## src/a2icb_pkg.sv

```systemverilog
package a2icb_pkg;

  localparam int unsigned MAX_ALPHABET_DEF = 16;

  localparam int unsigned CHAR_W   = 8;
  localparam int unsigned VALUE_W  = 32;
  localparam int unsigned CFG_W    = 64;
  localparam int unsigned CFG_IDX_W = 2;
  localparam int unsigned LEN_W    = 5;

  localparam logic [CFG_IDX_W-1:0] CFG_ALPHA_LOW  = 2'd0;
  localparam logic [CFG_IDX_W-1:0] CFG_ALPHA_HIGH = 2'd1;
  localparam logic [CFG_IDX_W-1:0] CFG_ALPHA_LEN  = 2'd2;

  localparam logic [CFG_W-1:0] ALPHA_LOW_RST  = 64'h3736_3534_3332_3130;
  localparam logic [CFG_W-1:0] ALPHA_HIGH_RST = 64'h0000_0000_0000_3938;
  localparam logic [LEN_W-1:0] ALPHA_LEN_RST  = 5'd10;

  localparam logic [CHAR_W-1:0] CH_SPACE = 8'h20;
  localparam logic [CHAR_W-1:0] CH_TAB   = 8'h09;
  localparam logic [CHAR_W-1:0] CH_CR    = 8'h0d;
  localparam logic [CHAR_W-1:0] CH_PLUS  = 8'h2b;
  localparam logic [CHAR_W-1:0] CH_MINUS = 8'h2d;

  typedef enum logic [3:0] {
    PH_SKIP  = 4'b0001,
    PH_SIGN  = 4'b0010,
    PH_DIGIT = 4'b0100,
    PH_STOP  = 4'b1000
  } phase_t;

endpackage

```

## src/a2icb_if.sv

```systemverilog
interface a2icb_in_if;
  logic                            valid;
  logic                            ready;
  logic [a2icb_pkg::CHAR_W-1:0]    character;
  logic                            final_char;

  modport source (output valid, output character, output final_char, input ready);
  modport sink   (input valid, input character, input final_char, output ready);
endinterface

interface a2icb_out_if;
  logic                                valid;
  logic                                ready;
  logic signed [a2icb_pkg::VALUE_W-1:0] value;
  logic                                alphabet_ok;

  modport source (output valid, output value, output alphabet_ok, input ready);
  modport sink   (input valid, input value, input alphabet_ok, output ready);
endinterface

```

## src/ascii_to_int_custom_base_core.sv

```systemverilog
// Streaming text-to-integer converter with a configurable digit alphabet of up to
// MAX_ALPHABET symbols. One character word enters per cycle unless stalled; a
// word goes into an input register, and from there the whitespace/sign/digit
// state, the alphabet lookup (parallel compare) and the 32-bit multiply-add by
// the radix are done in one pass into the state and the result register, so
// the block sustains one character per cycle unless stalled, and a result is
// registered when the final character leaves the input register. The result
// register decouples the sides: the block stalls only while a result is still
// waiting and the next final character sits in the input register.
// Alphabet registers may be written only while no string is in flight.
module ascii_to_int_custom_base_core #(
  parameter int unsigned MAX_ALPHABET = a2icb_pkg::MAX_ALPHABET_DEF
) (
  input  logic                              clk,
  input  logic                              rst_n,
  a2icb_in_if.sink                          in_ch,
  a2icb_out_if.source                       out_ch,
  input  logic                              cfg_we,
  input  logic [a2icb_pkg::CFG_IDX_W-1:0]   cfg_index,
  input  logic [a2icb_pkg::CFG_W-1:0]       cfg_wdata
);

  localparam int unsigned RADIX_W = $clog2(MAX_ALPHABET + 1);
  localparam int unsigned IDX_W   = $clog2(MAX_ALPHABET);
  localparam int unsigned CW      = a2icb_pkg::CHAR_W;
  localparam int unsigned VW      = a2icb_pkg::VALUE_W;

  // configuration
  logic [a2icb_pkg::CFG_W-1:0] alpha_lo_r;
  logic [a2icb_pkg::CFG_W-1:0] alpha_hi_r;
  logic [a2icb_pkg::LEN_W-1:0] alpha_len_r;

  always_ff @(posedge clk) begin
    if (!rst_n) begin
      alpha_lo_r  <= a2icb_pkg::ALPHA_LOW_RST;
      alpha_hi_r  <= a2icb_pkg::ALPHA_HIGH_RST;
      alpha_len_r <= a2icb_pkg::ALPHA_LEN_RST;
    end else if (cfg_we) begin
      unique case (cfg_index)
        a2icb_pkg::CFG_ALPHA_LOW:  alpha_lo_r  <= cfg_wdata;
        a2icb_pkg::CFG_ALPHA_HIGH: alpha_hi_r  <= cfg_wdata;
        a2icb_pkg::CFG_ALPHA_LEN:  alpha_len_r <= cfg_wdata[a2icb_pkg::LEN_W-1:0];
        default: ;
      endcase
    end
  end

  // input register
  logic          in_valid_r;
  logic [CW-1:0] in_char_r;
  logic          in_final_r;
  logic          advance;

  assign in_ch.ready = !in_valid_r || advance;

  always_ff @(posedge clk) begin
    if (!rst_n) begin
      in_valid_r <= 1'b0;
    end else if (in_ch.ready) begin
      in_valid_r <= in_ch.valid;
    end
  end

  always_ff @(posedge clk) begin
    if (in_ch.valid && in_ch.ready) begin
      in_char_r  <= in_ch.character;
      in_final_r <= in_ch.final_char;
    end
  end

  // alphabet decode
  logic [RADIX_W-1:0]              radix;
  logic [2*a2icb_pkg::CFG_W-1:0]   alpha_all;
  logic [CW-1:0]                   sym [MAX_ALPHABET];
  logic [MAX_ALPHABET-1:0]         in_use;
  logic                            alpha_ok;
  logic                            hit;
  logic [IDX_W-1:0]                digit;

  assign alpha_all = {alpha_hi_r, alpha_lo_r};
  assign radix = (alpha_len_r > a2icb_pkg::LEN_W'(MAX_ALPHABET)) ?
                 RADIX_W'(MAX_ALPHABET) : alpha_len_r[RADIX_W-1:0];

  always_comb begin
    for (int k = 0; k < MAX_ALPHABET; k++) begin
      sym[k]    = alpha_all[k*CW +: CW];
      in_use[k] = RADIX_W'(k) < radix;
    end
  end

  always_comb begin
    alpha_ok = 1'b1;
    for (int i = 0; i < MAX_ALPHABET; i++) begin
      if (in_use[i] && (sym[i] == a2icb_pkg::CH_PLUS || sym[i] == a2icb_pkg::CH_MINUS)) begin
        alpha_ok = 1'b0;
      end
      for (int j = i + 1; j < MAX_ALPHABET; j++) begin
        if (in_use[j] && sym[j] == sym[i]) begin
          alpha_ok = 1'b0;
        end
      end
    end
  end

  // lowest matching symbol wins
  always_comb begin
    hit   = 1'b0;
    digit = '0;
    for (int k = MAX_ALPHABET - 1; k >= 0; k--) begin
      if (in_use[k] && sym[k] == in_char_r) begin
        hit   = 1'b1;
        digit = IDX_W'(k);
      end
    end
  end

  // conversion state
  a2icb_pkg::phase_t phase_r, phase_nxt;
  logic              neg_r, neg_nxt;
  logic [VW-1:0]     acc_r, acc_nxt;
  logic              is_ws;
  logic              is_sign;
  logic              in_sign;
  logic              in_digit;
  logic [VW-1:0]     mac;

  assign is_ws = (in_char_r == a2icb_pkg::CH_SPACE) ||
                 (in_char_r >= a2icb_pkg::CH_TAB && in_char_r <= a2icb_pkg::CH_CR);
  assign is_sign = (in_char_r == a2icb_pkg::CH_PLUS) || (in_char_r == a2icb_pkg::CH_MINUS);
  assign in_sign = ((phase_r == a2icb_pkg::PH_SKIP) && !is_ws) ||
                   (phase_r == a2icb_pkg::PH_SIGN);
  assign in_digit = (in_sign && !is_sign) || (phase_r == a2icb_pkg::PH_DIGIT);
  assign mac = acc_r * VW'(radix) + VW'(digit);

  always_comb begin
    phase_nxt = phase_r;
    neg_nxt   = neg_r;
    acc_nxt   = acc_r;
    if (in_sign && is_sign) begin
      phase_nxt = a2icb_pkg::PH_SIGN;
      neg_nxt   = neg_r ^ (in_char_r == a2icb_pkg::CH_MINUS);
    end else if (in_digit) begin
      if (hit) begin
        phase_nxt = a2icb_pkg::PH_DIGIT;
        acc_nxt   = mac;
      end else begin
        phase_nxt = a2icb_pkg::PH_STOP;
      end
    end
  end

  // result register
  logic          out_valid_r;
  logic [VW-1:0] out_value_r;
  logic          out_ok_r;

  assign advance = in_valid_r && (!in_final_r || !out_valid_r || out_ch.ready);

  always_ff @(posedge clk) begin
    if (!rst_n) begin
      phase_r <= a2icb_pkg::PH_SKIP;
      neg_r   <= 1'b0;
      acc_r   <= '0;
    end else if (advance) begin
      if (in_final_r) begin
        phase_r <= a2icb_pkg::PH_SKIP;
        neg_r   <= 1'b0;
        acc_r   <= '0;
      end else begin
        phase_r <= phase_nxt;
        neg_r   <= neg_nxt;
        acc_r   <= acc_nxt;
      end
    end
  end

  always_ff @(posedge clk) begin
    if (!rst_n) begin
      out_valid_r <= 1'b0;
    end else if (advance && in_final_r) begin
      out_valid_r <= 1'b1;
    end else if (out_ch.ready) begin
      out_valid_r <= 1'b0;
    end
  end

  always_ff @(posedge clk) begin
    if (advance && in_final_r) begin
      out_ok_r <= alpha_ok;
      if (!alpha_ok) begin
        out_value_r <= '0;
      end else if (neg_nxt) begin
        out_value_r <= '0 - acc_nxt;
      end else begin
        out_value_r <= acc_nxt;
      end
    end
  end

  assign out_ch.valid       = out_valid_r;
  assign out_ch.value       = out_value_r;
  assign out_ch.alphabet_ok = out_ok_r;

endmodule
```

## src/flat_wrapper.sv

```systemverilog
// flat-port wrapper written by rule: the top's interface ports become plain ports
module ascii_to_int_custom_base_core_flat 
#(
  parameter int unsigned MAX_ALPHABET = a2icb_pkg::MAX_ALPHABET_DEF
)
  (clk, rst_n, cfg_we, cfg_index, cfg_wdata, in_ch_valid, in_ch_character, in_ch_final_char, in_ch_ready, out_ch_valid, out_ch_value, out_ch_alphabet_ok, out_ch_ready);
  a2icb_in_if in_ch_i ();
  a2icb_out_if out_ch_i ();
  input  logic clk;
  input  logic rst_n;
  input  logic cfg_we;
  input  logic [a2icb_pkg::CFG_IDX_W-1:0] cfg_index;
  input  logic [a2icb_pkg::CFG_W-1:0] cfg_wdata;
  input wire logic [$bits(in_ch_i.valid)-1:0] in_ch_valid;
  input wire logic [$bits(in_ch_i.character)-1:0] in_ch_character;
  input wire logic [$bits(in_ch_i.final_char)-1:0] in_ch_final_char;
  output wire logic [$bits(in_ch_i.ready)-1:0] in_ch_ready;
  output wire logic [$bits(out_ch_i.valid)-1:0] out_ch_valid;
  output wire logic [$bits(out_ch_i.value)-1:0] out_ch_value;
  output wire logic [$bits(out_ch_i.alphabet_ok)-1:0] out_ch_alphabet_ok;
  input wire logic [$bits(out_ch_i.ready)-1:0] out_ch_ready;
  assign in_ch_i.valid = in_ch_valid;
  assign in_ch_i.character = in_ch_character;
  assign in_ch_i.final_char = in_ch_final_char;
  assign in_ch_ready = in_ch_i.ready;
  assign out_ch_valid = out_ch_i.valid;
  assign out_ch_value = out_ch_i.value;
  assign out_ch_alphabet_ok = out_ch_i.alphabet_ok;
  assign out_ch_i.ready = out_ch_ready;
  ascii_to_int_custom_base_core #(.MAX_ALPHABET(MAX_ALPHABET)) u_core (.clk(clk), .rst_n(rst_n), .in_ch(in_ch_i), .out_ch(out_ch_i), .cfg_we(cfg_we), .cfg_index(cfg_index), .cfg_wdata(cfg_wdata));
endmodule
```

## config.mk

```make
export PLATFORM = sky130hd
export DESIGN_NAME = ascii_to_int_custom_base_core_flat
export DESIGN_NICKNAME = d
export VERILOG_FILES = /design/src/a2icb_pkg.sv /design/src/a2icb_if.sv /design/src/ascii_to_int_custom_base_core.sv /design/src/flat_wrapper.sv
export SDC_FILE = /design/constraint.sdc
export NUM_CORES = 2
export LEC_CHECK = 0
export BUFFER_PORTS_ARGS = -buffer_cell sky130_fd_sc_hd__buf_2
export CELL_PAD_IN_SITES_DETAIL_PLACEMENT = 1
export CELL_PAD_IN_SITES_GLOBAL_PLACEMENT = 2
export CORE_ASPECT_RATIO = 0.5
export CORE_UTILIZATION = 35
export DETAILED_ROUTE_END_ITERATION = 10
export PLACE_DENSITY = 0.75
export RECOVER_POWER = 100
export SLEW_MARGIN = 30
export SYNTH_ARGS = -nofsm -noshare
export SYNTH_HDL_FRONTEND = slang
export SYNTH_SLANG_ARGS = --single-unit
```

## constraint.sdc

```tcl
create_clock -name clk -period 6.9 [get_ports clk]
set_clock_uncertainty 0.1 [all_clocks]
set_input_delay 0.69 -clock clk [delete_from_list [all_inputs] [get_ports clk]]
set_output_delay 0.69 -clock clk [all_outputs]
set_load 0.02 [all_outputs]
```

==> run metrics <==
max_slew headroom=-188%; Post-Synth XOR/XNOR Area=about a third; startpoint types=flop; Finished Core Util=40.1%; total core area=roughly 80000 um2; post-layout net count=around 3900; Final Hold Violating Endpoints=0; Die X=408 um; first-pass GRT wire length=203 mm; area added between synthesis and finish=11.9%; Avg WL per Cell=roughly 29 um; fraction of layout cells with a size suffix above 1=11.7%; sequential area share after synthesis=16.3%; mux cell area share after synthesis=0.943%; mapped cell area=between 20000 and 30000 um2; yosys warns=0; drt first pass iters=6; vias in the first global route=~29000; final setup vio count=0; fin crit share=a little over nine tenths; clock slew at reported path FFs=0.07 ns; grt ovf=0; #FFs+latches synth=214; antenna viol nets, final=0; Total Wirelength=139 mm; count leader, synth=xnor2_1; post-synthesis cell count=3688; Mean Syn Cell Area=approximately 8 um2; TritonCTS clock tree=done; Syn Nets=3917; number of enable flip-flop cells after synthesis=42; Die Height=205 um; Tmin final=6.72 ns; Yosys top cell area share=18.7%; RSZ-0062 raised after global routing=no; synth cell count leaders=xnor2_1, xor2_1, nand2_1, nand4_1, clkbuf_1; placed cell areas=31300 um2; area leader, netlist=xnor2_1; DP HPWL=95.3 mm; H-Tree Depth=1; clk sinks=~210; IO Pins=115; synth top area cells=xnor2_1, xor2_1, dfxtp_1; Starting Density=35.8%; antenna cell count=0; clk buf depth=3; Simple-Gate Fraction of Synth Area=22.0%; status=complete, but fails checks; pin count of the biggest net entering global routing=98; Num CTS Buffers=26; final-layout fill cell count=9734; PortBufs=roughly 110; Hold Slack=0.169 ns; Post-Synth Adder-Cell Area=8.72%; root buffer cell=clkbuf_16; Compound-Gate Fraction of Synth Area=10.2%; Design Power=between 4000 and 5000 uW; Lkg Pwr=~0.013 uW; worst vdd ir=0.190 mV; nature of the critical path endpoint=flop; Rows=73; worst slew pin tran=4.32 ns; final RePlAce weighted congestion=0.950; Hold Crit Class=primary input to flop; MaxCap Viol Count=6; DR iter-0 viols=2589; GRT Total Usage=between 30% and 40%; fin area=32200 um2; PwrDens=128 nW/um2; Async S/R FF share, synth=0%; largest fanout on the critical path=5; routed vias/inst=a little under 6; # DRC=0; largest family of logic cells by synthesized area=XOR/XNOR gates; f_max=~150 MHz; Worst-Skew Late Latency=0.63 ns; crit path kind=flop to flop; Total Die Area=83500 um2; predominant post-synthesis flop cell=dfxtp_1; final max-slew violation count=328; via count of the routed design=between 20000 and 30000; initial antenna violation count=5; worst path arrival time=7.08 ns; Netlist cell types=78; Crit path required time=7.26 ns; failing checks=max-capacitance violations, max-slew violations
-- power breakdown --
part	internal, uW	switching (uW)	leakage (uW)
registers	1310	56.9	0.00180
clock network	832	662	0.000431
logic	454	818	0.0107
-- area by class of cell --
cell class	instances	area (um2)	area share, %
clock buffers	40	795	2.47
well taps	1087	1360	4.22
flip-flops and latches	214	4710	14.6
inverters	111	417	1.29
multi-input cells	2967	22100	68.8
repair buffers	389	2700	8.37
clock inverters	8	85.1	0.264
-- stage by stage --
step,TNS (ns),std cells,worst slack [ns]
2_1_floorplan,0,3688,0.132
3_3_place_gp,-0.00196,4767,-0.00196
3_5_place_dp,-0.338,4767,-0.101
4_1_cts,0,4815,0.0380
5_1_grt,0,4816,0.00220
6_report,0,4816,0.183
-- worst paths after layout --
path | startpoint | endpoint | slack [ns] | depth (start not counted)
hold / removal | in_ch_character[6] | u_core.in_char_r[6]$_DFFE_PP_ | 0.17 | 1
setup / recovery | u_core.alpha_len_r[1]$_SDFFE_PN1P_ | u_core.out_ch.value[29]$_SDFFCE_PN0P_ | 0.18 | 22
setup reg to reg | u_core.alpha_len_r[1]$_SDFFE_PN1P_ | u_core.out_ch.value[29]$_SDFFCE_PN0P_ | 0.18 | 22
hold reg to reg | u_core.phase_r[3]$_SDFFE_PN0P_ | u_core.phase_r[3]$_SDFFE_PN0P_ | 0.44 | 2
-- placed cells by master (no fill, tap or decap), drive strengths merged, types with 11 or more instances in the layout --
cell type,n
nor4,148
nand4,180
a21oi,76
a31oi,28
or3,21
nor2,120
clkbuf,88
a21boi,98
a211oi,20
nor3,56
a22oi,16
nand4b,13
nor4b,11
and3,14
o21ai,77
and2,95
nand3,66
xnor2,615
nor2b,31
o21a,11
buf,341
ha,63
xor2,518
edfxtp,42
dfxtp,172
mux2i,26
inv,113
fa,86
a21o,17
or4,13
nand2,420
-- routing by layer --
metal / routed length [um] / vias up / track usage [%]
li1: - / 12353 / -
met1: 58300 / 14456 / 42.7
met2: 59900 / 1406 / 51.0
met3: 13900 / 404 / 7.83
met4: 7200 / 2 / 15.1
met5: 20 / - / 0
-- kinds of logic (layout without fill, tap and decap cells) --
kind of cell               count (synthesis)  count (layout)
xor gates and xnor gates                1133            1133
buffers and inverters                    507             548
AOI/OAI and AO/OA                        430             430
DFF                                      214             214
muxes                                     27              27
adders and majority gates                149             149
and+or+nand+nor                         1228            1228
-- flip-flops by register name (all words and copies together) (netlist names) --
register                   flops
u_core.alpha_hi_r             64
u_core.alpha_lo_r             64
u_core.acc_r                  32
u_core.out_ch.value           32
u_core.in_char_r               8
u_core.alpha_len_r             5
u_core.phase_r                 4
u_core.in_final_r              1
u_core.in_valid_r              1
u_core.neg_r                   1
u_core.out_ch.alphabet_ok      1
u_core.out_ch.valid            1
-- worst max-delay path, stage by stage (launching register included) --
cell and delay [ns]:
dfxtp_1 0.35, or2_2 0.34, o31ai_4 0.25, nor3_1 0.13, or4b_4 0.57, nor2_2 0.17, nor3_4 0.06, fa_1 0.48
ha_1 0.29, inv_1 0.05, fa_1 0.52, inv_1 0.05, ha_1 0.28, a211oi_2 0.26, o21a_1 0.19, a21oi_1 0.09
or3_1 0.38, a211o_1 0.33, or2_2 0.29, or4_4 0.52, a211o_1 0.34, or4_1 0.41, nand4_1 0.09
-- timing repair --
item,4_1_cts,5_1_grt
gates resized for setup,3,27
endpoints found under the setup margin,9,15
pin swaps,2,7
hold buffers,0,0
hold endpoints to repair,0,0
buffers inserted,0,1
Power figures use the tool's default switching activity.
